[src/rtl/ppc_pkg.sv]
// ----------------------------------------------------------------------------
// ppc_pkg: shared constants and types for the pedal position conditioner
// Widths, limits, fault codes, register indexes and curve modes.
// ----------------------------------------------------------------------------
package ppc_pkg;
  localparam int unsigned STUCK_LIMIT_DEF   = 50;
  localparam int unsigned EXTREME_LIMIT_DEF = 20;
  localparam int unsigned ADC_BITS          = 12;

  localparam int unsigned PCT_W     = 15;
  localparam int unsigned FULL_PCT  = 25600;
  localparam int unsigned SLEW_PCT  = 5120;
  localparam int unsigned DB_MAX    = 5120;
  localparam int unsigned EXT_MARGIN = 10;
  localparam int unsigned CFG_DATA_W = 13;
  localparam int unsigned CFG_IDX_W  = 2;

  typedef enum logic [1:0] {
    FAULT_OK      = 2'd0,
    FAULT_RANGE   = 2'd1,
    FAULT_STUCK   = 2'd2,
    FAULT_EXTREME = 2'd3
  } fault_t;

  typedef enum logic [1:0] {
    REG_LOW_CAL  = 2'd0,
    REG_HIGH_CAL = 2'd1,
    REG_CURVE    = 2'd2,
    REG_DEADBAND = 2'd3
  } reg_idx_t;

  typedef enum logic [1:0] {
    CURVE_LINEAR = 2'd0,
    CURVE_SMOOTH = 2'd1,
    CURVE_SQRT   = 2'd2,
    CURVE_LIN3   = 2'd3
  } curve_t;
endpackage

[src/rtl/pedal_position_conditioner_unit.sv]
// ----------------------------------------------------------------------------
// pedal_position_conditioner_unit: pedal sensor conditioning
// Range, stuck and extreme checks, EMA filter, percent map, curve, slew limit.
// ----------------------------------------------------------------------------
// Usage:
//   s_axis_* carries one converter sample per transfer (tdata[11:0]).
//   m_axis_* returns one result per sample. The user writes registers through
//   cfg_we/cfg_idx/cfg_data only while the block is idle; it does not enforce this.
//   An item runs through a small sequencer around one shared add/subtract
//   unit: a restoring divider for the percent map (load plus 32 steps), a
//   restoring divider for smoothstep scaling (load plus 15 steps) and a
//   bit-pair square root (load plus 16 steps).
//   The result goes to the output register in S_SLEW, or in S_CHECK for
//   range, stuck and extreme faults, which skip filter, map and curve;
//   m_axis_tvalid then rises in S_OUT. With the receiver ready the
//   sequencer returns to idle once the result is taken and then accepts
//   the next sample; samples are not overlapped.
//   s_axis_tready is high only while the sequencer is idle; a new sample is
//   taken once the previous result has left the output register.
//   Reset clears filter, counters, last output and restores register
//   defaults. A stalled receiver holds the result and the block waits.
// ----------------------------------------------------------------------------
module pedal_position_conditioner_unit
  import ppc_pkg::*;
#(
  parameter int unsigned STUCK_LIMIT   = STUCK_LIMIT_DEF,
  parameter int unsigned EXTREME_LIMIT = EXTREME_LIMIT_DEF
) (
  input  logic                  clk,
  input  logic                  rst,
  input  logic                  s_axis_tvalid,
  output logic                  s_axis_tready,
  // adc_sample[11:0], zero fill to bytes
  input  logic [((ADC_BITS+7)/8)*8-1:0] s_axis_tdata,
  output logic                  m_axis_tvalid,
  input  logic                  m_axis_tready,
  // pedal_percent[14:0], position_valid[15], filtered_sample[27:16],
  // fault_code[29:28], zeros above
  output logic [31:0]           m_axis_tdata,
  input  logic                  cfg_we,
  input  logic [CFG_IDX_W-1:0]  cfg_idx,
  input  logic [CFG_DATA_W-1:0] cfg_data
);
  localparam int unsigned AW = ADC_BITS;
  localparam int unsigned EW = AW + 8;
  localparam logic [AW-1:0] FULL_ADC = {AW{1'b1}};

  typedef enum logic [3:0] {
    S_IDLE, S_CHECK, S_EMA, S_MAP, S_DIV, S_DB, S_SM1, S_SM2, S_SDIV,
    S_SQRT, S_SLEW, S_OUT
  } state_t;

  state_t state;
  logic [AW-1:0] low_cal, high_cal;
  logic [1:0] curve_mode;
  logic [12:0] deadband;

  logic [EW-1:0] ema_value;
  logic ema_started;
  logic [AW-1:0] previous_sample;
  logic previous_sample_seen;
  logic [5:0] stuck_count;
  logic [4:0] extreme_count;
  logic [PCT_W-1:0] last_output_percent;

  logic [AW-1:0] raw;
  logic [AW:0] span;
  // shared datapath registers
  logic [63:0] num;      // dividend / radicand shift register
  logic [43:0] rem;      // partial remainder
  logic [43:0] dvs;      // divisor
  logic [31:0] quo;
  logic [5:0]  cnt;
  logic [15:0] m_val;
  logic [31:0] prod;

  // shared adder: one subtract used by divider and root
  logic [44:0] sub_a, sub_b, sub_d;
  assign sub_d = sub_a - sub_b;

  logic [43:0] rem_sh;
  always_comb begin
    rem_sh = {rem[42:0], num[63]};
    sub_a  = {1'b0, rem_sh};
    sub_b  = {1'b0, dvs};
    if (state == S_SQRT) begin
      sub_a = {1'b0, rem[41:0], num[63:62]};
      sub_b = {11'd0, quo, 2'b01};
    end
  end

  // window check; margin is floor(span / 10) by reciprocal multiply
  logic [AW+1:0] margin;
  logic [AW+1:0] lo_w, hi_w;
  logic out_rng;
  always_comb begin
    span   = (high_cal > low_cal) ? ({1'b0, high_cal} - {1'b0, low_cal}) : (AW+1)'(1);
    margin = (AW+2)'((32'(span) * 32'd52429) >> 19);
    lo_w   = {2'b0, low_cal};
    hi_w   = (AW+2)'(low_cal) + (AW+2)'(span) + margin;
    out_rng = ((AW+2)'(raw) + margin < lo_w) || ((AW+2)'(raw) > hi_w);
  end

  logic [12:0] db_eff;
  assign db_eff = (deadband > 13'(DB_MAX)) ? 13'(DB_MAX) : deadband;

  logic [AW-1:0] filt;
  assign filt = ema_value[EW-1:8];

  always_ff @(posedge clk) begin
    if (cfg_we) begin
      case (reg_idx_t'(cfg_idx))
        REG_LOW_CAL:  low_cal  <= AW'(cfg_data);
        REG_HIGH_CAL: high_cal <= AW'(cfg_data);
        REG_CURVE:    curve_mode <= cfg_data[1:0];
        REG_DEADBAND: deadband <= cfg_data;
        default: ;
      endcase
    end
    if (rst) begin
      low_cal <= AW'(200); high_cal <= AW'(3800);
      curve_mode <= 2'd0; deadband <= 13'd768;
      state <= S_IDLE; m_axis_tvalid <= 1'b0;
      ema_value <= '0; ema_started <= 1'b0;
      previous_sample <= '0; previous_sample_seen <= 1'b0;
      stuck_count <= '0; extreme_count <= '0; last_output_percent <= '0;
    end else begin
      case (state)
        S_IDLE: if (s_axis_tvalid) begin
          raw <= s_axis_tdata[AW-1:0];
          state <= S_CHECK;
        end
        S_CHECK: begin
          if (out_rng) begin
            m_axis_tdata <= {2'b0, FAULT_RANGE, filt, 1'b0, last_output_percent};
            state <= S_OUT;
          end else begin
            previous_sample <= raw;
            previous_sample_seen <= 1'b1;
            if (previous_sample_seen && raw == previous_sample &&
                ((stuck_count == 6'd63 ? 6'd63 : stuck_count + 6'd1) >= 6'(STUCK_LIMIT))) begin
              if (stuck_count != 6'd63) stuck_count <= stuck_count + 6'd1;
              m_axis_tdata <= {2'b0, FAULT_STUCK, 28'd0};
              state <= S_OUT;
            end else begin
              if (previous_sample_seen && raw == previous_sample) begin
                if (stuck_count != 6'd63) stuck_count <= stuck_count + 6'd1;
              end else stuck_count <= '0;
              if (raw <= AW'(EXT_MARGIN) || raw >= FULL_ADC - AW'(EXT_MARGIN)) begin
                if (extreme_count != 5'd31) extreme_count <= extreme_count + 5'd1;
                if ((extreme_count == 5'd31 ? 5'd31 : extreme_count + 5'd1) >=
                    5'(EXTREME_LIMIT)) begin
                  m_axis_tdata <= {2'b0, FAULT_EXTREME, 28'd0};
                  state <= S_OUT;
                end else state <= S_EMA;
              end else begin
                extreme_count <= '0;
                state <= S_EMA;
              end
            end
          end
        end
        S_EMA: begin
          ema_started <= 1'b1;
          if (!ema_started) ema_value <= {raw, 8'd0};
          else ema_value <= EW'(((EW+8)'(raw) * 38 * 256 + (EW+8)'(ema_value) * 218
                                 + 128) >> 8);
          state <= S_MAP;
        end
        S_MAP: begin
          // clamp filter to window, scale by 25600, then divide by span
          if (filt <= low_cal) prod <= '0;
          else if ((AW+1)'(filt) >= (AW+1)'(low_cal) + span)
            prod <= 32'(span) * 32'(FULL_PCT);
          else prod <= 32'(filt - low_cal) * 32'(FULL_PCT);
          state <= S_DIV;
          cnt <= 6'd0;
        end
        S_DIV: begin
          if (cnt == 6'd0) begin
            num <= {prod, 32'd0}; rem <= '0; dvs <= 44'(span); quo <= '0;
            cnt <= 6'd1;
          end else begin
            num <= {num[62:0], 1'b0};
            if (!sub_d[44]) begin rem <= sub_d[43:0]; quo <= {quo[30:0], 1'b1}; end
            else begin rem <= rem_sh; quo <= {quo[30:0], 1'b0}; end
            cnt <= cnt + 6'd1;
            if (cnt == 6'd32) state <= S_DB;
          end
        end
        S_DB: begin
          m_val <= (quo[15:0] < 16'(db_eff)) ? 16'd0 : quo[15:0];
          case (curve_t'(curve_mode))
            CURVE_SMOOTH: state <= S_SM1;
            CURVE_SQRT: begin
              state <= S_SQRT; cnt <= 6'd0;
            end
            default: begin
              prod <= (quo[15:0] < 16'(db_eff)) ? 32'd0 : 32'(quo[15:0]);
              state <= S_SLEW;
            end
          endcase
        end
        S_SM1: begin prod <= 32'(m_val) * 32'(m_val); state <= S_SM2; end
        S_SM2: begin
          num <= 64'(prod) * 64'(17'(3 * FULL_PCT) - {m_val, 1'b0});
          rem <= '0; dvs <= 44'(FULL_PCT * FULL_PCT); quo <= '0; cnt <= 6'd0;
          state <= S_SDIV;
        end
        S_SDIV: begin
          if (cnt == 6'd0) begin
            // quotient fits 15 bits, so the upper product bits are the first remainder
            rem <= 44'(num[43:15]); num <= {num[14:0], 49'd0};
            cnt <= 6'd1;
          end else begin
            num <= {num[62:0], 1'b0};
            if (!sub_d[44]) begin rem <= sub_d[43:0]; quo <= {quo[30:0], 1'b1}; end
            else begin rem <= rem_sh; quo <= {quo[30:0], 1'b0}; end
            cnt <= cnt + 6'd1;
            if (cnt == 6'd15) state <= S_SLEW;
          end
        end
        S_SQRT: begin
          if (cnt == 6'd0) begin
            num <= {32'(m_val) * 32'(FULL_PCT), 32'd0}; rem <= '0; quo <= '0;
            cnt <= 6'd1;
          end else begin
            num <= {num[61:0], 2'b00};
            if (!sub_d[44]) begin rem <= sub_d[43:0]; quo <= {quo[30:0], 1'b1}; end
            else begin rem <= {rem[41:0], num[63:62]}; quo <= {quo[30:0], 1'b0}; end
            cnt <= cnt + 6'd1;
            if (cnt == 6'd16) state <= S_SLEW;
          end
        end
        S_SLEW: begin : slew
          logic [31:0] p;
          logic [PCT_W-1:0] pc;
          p = (curve_t'(curve_mode) inside {CURVE_SQRT, CURVE_SMOOTH}) ? quo : prod;
          if (p > 32'(FULL_PCT)) p = 32'(FULL_PCT);
          pc = PCT_W'(p);
          if (pc > last_output_percent && pc - last_output_percent > PCT_W'(SLEW_PCT))
            pc = last_output_percent + PCT_W'(SLEW_PCT);
          else if (last_output_percent > pc &&
                   last_output_percent - pc > PCT_W'(SLEW_PCT))
            pc = last_output_percent - PCT_W'(SLEW_PCT);
          last_output_percent <= pc;
          m_axis_tdata <= {2'b0, FAULT_OK, filt, 1'b1, pc};
          state <= S_OUT;
        end
        S_OUT: begin
          if (!m_axis_tvalid) m_axis_tvalid <= 1'b1;
          else if (m_axis_tready) begin
            m_axis_tvalid <= 1'b0;
            state <= S_IDLE;
          end
        end
        default: state <= S_IDLE;
      endcase
    end
  end

  assign s_axis_tready = (state == S_IDLE);

  a_one_side: assert property (@(posedge clk) disable iff (rst)
    !(s_axis_tready && m_axis_tvalid)) else $error("input open while result held");
  a_out_state: assert property (@(posedge clk) disable iff (rst)
    m_axis_tvalid |-> state == S_OUT) else $error("result outside output state");
  a_pct_rng: assert property (@(posedge clk) disable iff (rst)
    last_output_percent <= PCT_W'(FULL_PCT)) else $error("percent out of range");
endmodule
[config.mk]
export PLATFORM = sky130hd
export DESIGN_NAME = pedal_position_conditioner_unit
export DESIGN_NICKNAME = d
export VERILOG_FILES = /design/src/rtl/ppc_pkg.sv /design/src/rtl/pedal_position_conditioner_unit.sv
export SDC_FILE = /design/constraint.sdc
export NUM_CORES = 2
export LEC_CHECK = 0
export BUFFER_PORTS_ARGS = -buffer_cell sky130_fd_sc_hd__buf_2
export CAP_MARGIN = 20
export CORE_ASPECT_RATIO = 1.25
export CORE_UTILIZATION = 45
export CTS_BUF_LIST = sky130_fd_sc_hd__clkbuf_4
export DETAILED_ROUTE_END_ITERATION = 16
export PLACE_DENSITY = 0.63
export SLEW_MARGIN = 20
export SYNTH_ARGS = -nofsm -noshare
export SYNTH_HDL_FRONTEND = slang
export SYNTH_SLANG_ARGS = --single-unit
export TNS_END_PERCENT = 20
[constraint.sdc]
create_clock -name clk -period 18.3 [get_ports clk]
set_input_delay 2.745 -clock clk [delete_from_list [all_inputs] [get_ports clk]]
set_output_delay 2.745 -clock clk [all_outputs]
set_load 0.05 [all_outputs]
==> results.sh <==
export IMPL_regToRegSetupSlack_ns=5.05
export IMPL_max_freq_mhz=75.48
export IMPL_end_kind="register"
export IMPL_r2r_start="low_cal[0]$_SDFFE_PP0P_"
export IMPL_grt_pass1_wl_um=278900
export IMPL_cts_resized=0
export IMPL_cts_root_buf="clkbuf_4"
export IMPL_ys_flop_type="edfxtp_1"
export IMPL_gp_congestion=0.9310
export IMPL_fillerInstances=12830
export IMPL_finalNetCount=8524
export IMPL_cts_buffer_depth=3
export IMPL_synth_edf_count=248
export IMPL_rows=150
export IMPL_grt_overflow=0
export IMPL_synthSimpleGateAreaFrac=0.1533
export IMPL_ys_async_sr_fraction=0
export IMPL_cp_slowest_cell="a211oi_4"
export IMPL_worstSetupEndpoint="m_axis_tdata[8]$_DFFE_PP_"
export IMPL_reg2reg_depth=49
export IMPL_critPathKind="reg2reg"
export IMPL_vias=48780
export IMPL_dp_cells=8563
export IMPL_wire_per_inst_um=20.12
export IMPL_slowest_delay_ns=0.73
export IMPL_final_util=0.4826
export IMPL_synth_mux_area_frac=0.01242
export IMPL_antenna_found_initial=8
export IMPL_synth_seq_area_share=0.1562
export IMPL_drv_cap=0
export IMPL_synth_cells=6932
export IMPL_synth_top_family_by_area="adder cells"
export IMPL_grt_pass1_vias=50430
export IMPL_postSynthAreaPerCell_um2=8.803
export IMPL_regToRegEndpoint="m_axis_tdata[8]$_DFFE_PP_"
export IMPL_synth_cell_types=108
export IMPL_synth_area_um2=61020
export IMPL_drv_slew=0
export IMPL_ys_ff_latch=352
export IMPL_grt_setup_unrepaired="false"
export IMPL_postCtsHoldBufs=0
export IMPL_dieArea_um2=137100
export IMPL_hpwl_um=140600
export IMPL_synth_fa_ha_area_frac=0.4160
export IMPL_min_period_over_period=0.7239
export IMPL_period_minus_slack_ns=13.25
export IMPL_yosys_warnings=0
export IMPL_layout_common_cells="1,153 x inv_1, 815 x nand2_1, 801 x ha_1"
export IMPL_routed_wl_um=176100
export IMPL_layout_drive_gt1_share=0.06570
export IMPL_clkLatencyLatePin_ns=1.04
export IMPL_hold_class="reg2reg"
export IMPL_drtAntennaViolNets=0
export IMPL_coreArea_um2=134200
export IMPL_cp_arrival_ns=13.93
export IMPL_crit_start="low_cal[0]$_SDFFE_PP0P_"
export IMPL_cp_start_kind="register"
export IMPL_hold_viol_final=0
export IMPL_grt_max_degree=72
export IMPL_cts_made_buffers=100
export IMPL_fin_hold_ws_ns=0.4653
export IMPL_boundaryPins=70
export IMPL_post_cts_buffers=0
export IMPL_drtIter0Drc=3081
export IMPL_status="finished clean"
export IMPL_syn_to_final_growth_pct=6.118
export IMPL_cts_reportedPaths_clkPinSlew_ns=0.06
export IMPL_hold_start="high_cal[5]$_SDFFE_PP0P_"
export IMPL_fin_skew_ns=0.1152
export IMPL_ctsHtreeMaxLevel=3
export IMPL_vias_per_cell=5.572
export IMPL_crit_fanout=14
export IMPL_slew_headroom=0.2619
export IMPL_port_buffers=63
export IMPL_setup_violations=0
export IMPL_setup_tns_ns=0
export IMPL_cts_tree="built"
export IMPL_die_y_um=413.7
export IMPL_firstDrtPassIters=5
export IMPL_clkSinkCount=352
export IMPL_worst_endpoint_required_ns=18.98
export IMPL_instances_no_fill=8755
export IMPL_synth_xor_area_frac=0.04162
export IMPL_synth_compound_area_frac=0.1292
export IMPL_die_width_um=331.4
export IMPL_final_common_cell="inv_1"
export IMPL_worstMarginPinSlew_ns=1.102
export IMPL_initial_core_util=0.4548
export IMPL_drc=0
export IMPL_grt_usage=0.2592
-- Yosys cell counts, types with 120 or more instances --
| master | instances | area [um^2] |
|---|---|---|
| nor2_1 | 359 | 1348 |
| a21oi_1 | 369 | 1847 |
| and2_1 | 199 | 1245 |
| ha_1 | 802 | 10030 |
| nand2_1 | 816 | 3063 |
| o21ai_0 | 185 | 925.9 |
| clkbuf_1 | 248 | 930.9 |
| xnor2_1 | 186 | 1629 |
| edfxtp_1 | 248 | 7447 |
| nor2b_1 | 120 | 750.7 |
| a21o_1 | 135 | 1013 |
| inv_1 | 1153 | 4328 |
| fa_1 | 767 | 15350 |
-- cells by family (layout without fill, tap and decap cells) --
logic type	after synthesis	after routing
and+or+nand+nor	1979	1979
adders and majority gates	1569	1569
buffers and inverters	1457	1526
AOI/OAI and AO/OA	1209	1209
DFF	352	352
xor gates and xnor gates	290	290
muxes	75	75
other	1	7
-- metal layers --
layer,share of wire,track usage,vias to the layer above,wire [um]
li1,-,-,22830,-
met1,0.39,0.3016,24140,68810
met2,0.50,0.4683,1387,88870
met3,0.053,0.03291,417,9286
met4,0.052,0.1305,6,9131
met5,0.00023,0,-,41
-- worst min path at each step --
| stage | to | slack [ns] | cells after the start |
|---|---|---|---|
| after floorplan | high_cal[0]$_SDFFE_PP0P_ | 0.44 | 2 |
| after global placement | high_cal[0]$_SDFFE_PP0P_ | 0.45 | 2 |
| after detailed placement | high_cal[2]$_SDFFE_PP0P_ | 0.45 | 2 |
| after CTS | high_cal[5]$_SDFFE_PP0P_ | 0.47 | 2 |
| after global routing | high_cal[0]$_SDFFE_PP0P_ | 0.49 | 2 |
| final | high_cal[5]$_SDFFE_PP0P_ | 0.47 | 2 |
-- sequential cells by signal, indices dropped and copies added, names as in the netlist, 12 cells and up --
name and flops:
high_cal 12, deadband 13, m_axis_tdata 30, m_val 16, last_output_percent 15, low_cal 12
raw 12, quo 32, dvs 14, rem 43, num 63, previous_sample 12
ema_value 20, prod 32
-- metrics by stage --
step                      area (um^2)  setup WS, ns
after floorplan                 61030         5.489
after global placement          63400         5.145
after detailed placement        63400         5.057
after CTS                       64710         5.028
after global routing            64750         4.501
final                           64760         5.052
-- area by class of cell --
| type | count | area, um^2 | area share |
|---|---|---|---|
| well taps | 1748 | 2187 | 0.03377 |
| clock buffers | 134 | 1006 | 0.01553 |
| flip-flops and latches | 352 | 9529 | 0.1471 |
| inverters | 1163 | 4365 | 0.06741 |
| diodes | 5 | 12.51 | 0.0001932 |
| multi-input cells | 5124 | 46160 | 0.7128 |
| clock inverters | 51 | 300.3 | 0.004637 |
| repair buffers | 178 | 1201 | 0.01855 |
-- worst max-delay path, delay by kind of cell (launching register included) --
| kind | cells | cell delay (ns) |
|---|---|---|
| flip-flops | 1 | 0.59 |
| AO/OA/AOI/OAI | 21 | 4.97 |
| XOR/XNOR | 3 | 0.43 |
| AND/OR/NAND/NOR | 10 | 2.22 |
| buffers and inverters | 4 | 0.21 |
| adder cells (fa/ha/maj) | 11 | 4.47 |
Power is left out: the tool's default activity adds up to more than one toggle a clock period on the data nets, which glitch-free logic cannot reach.
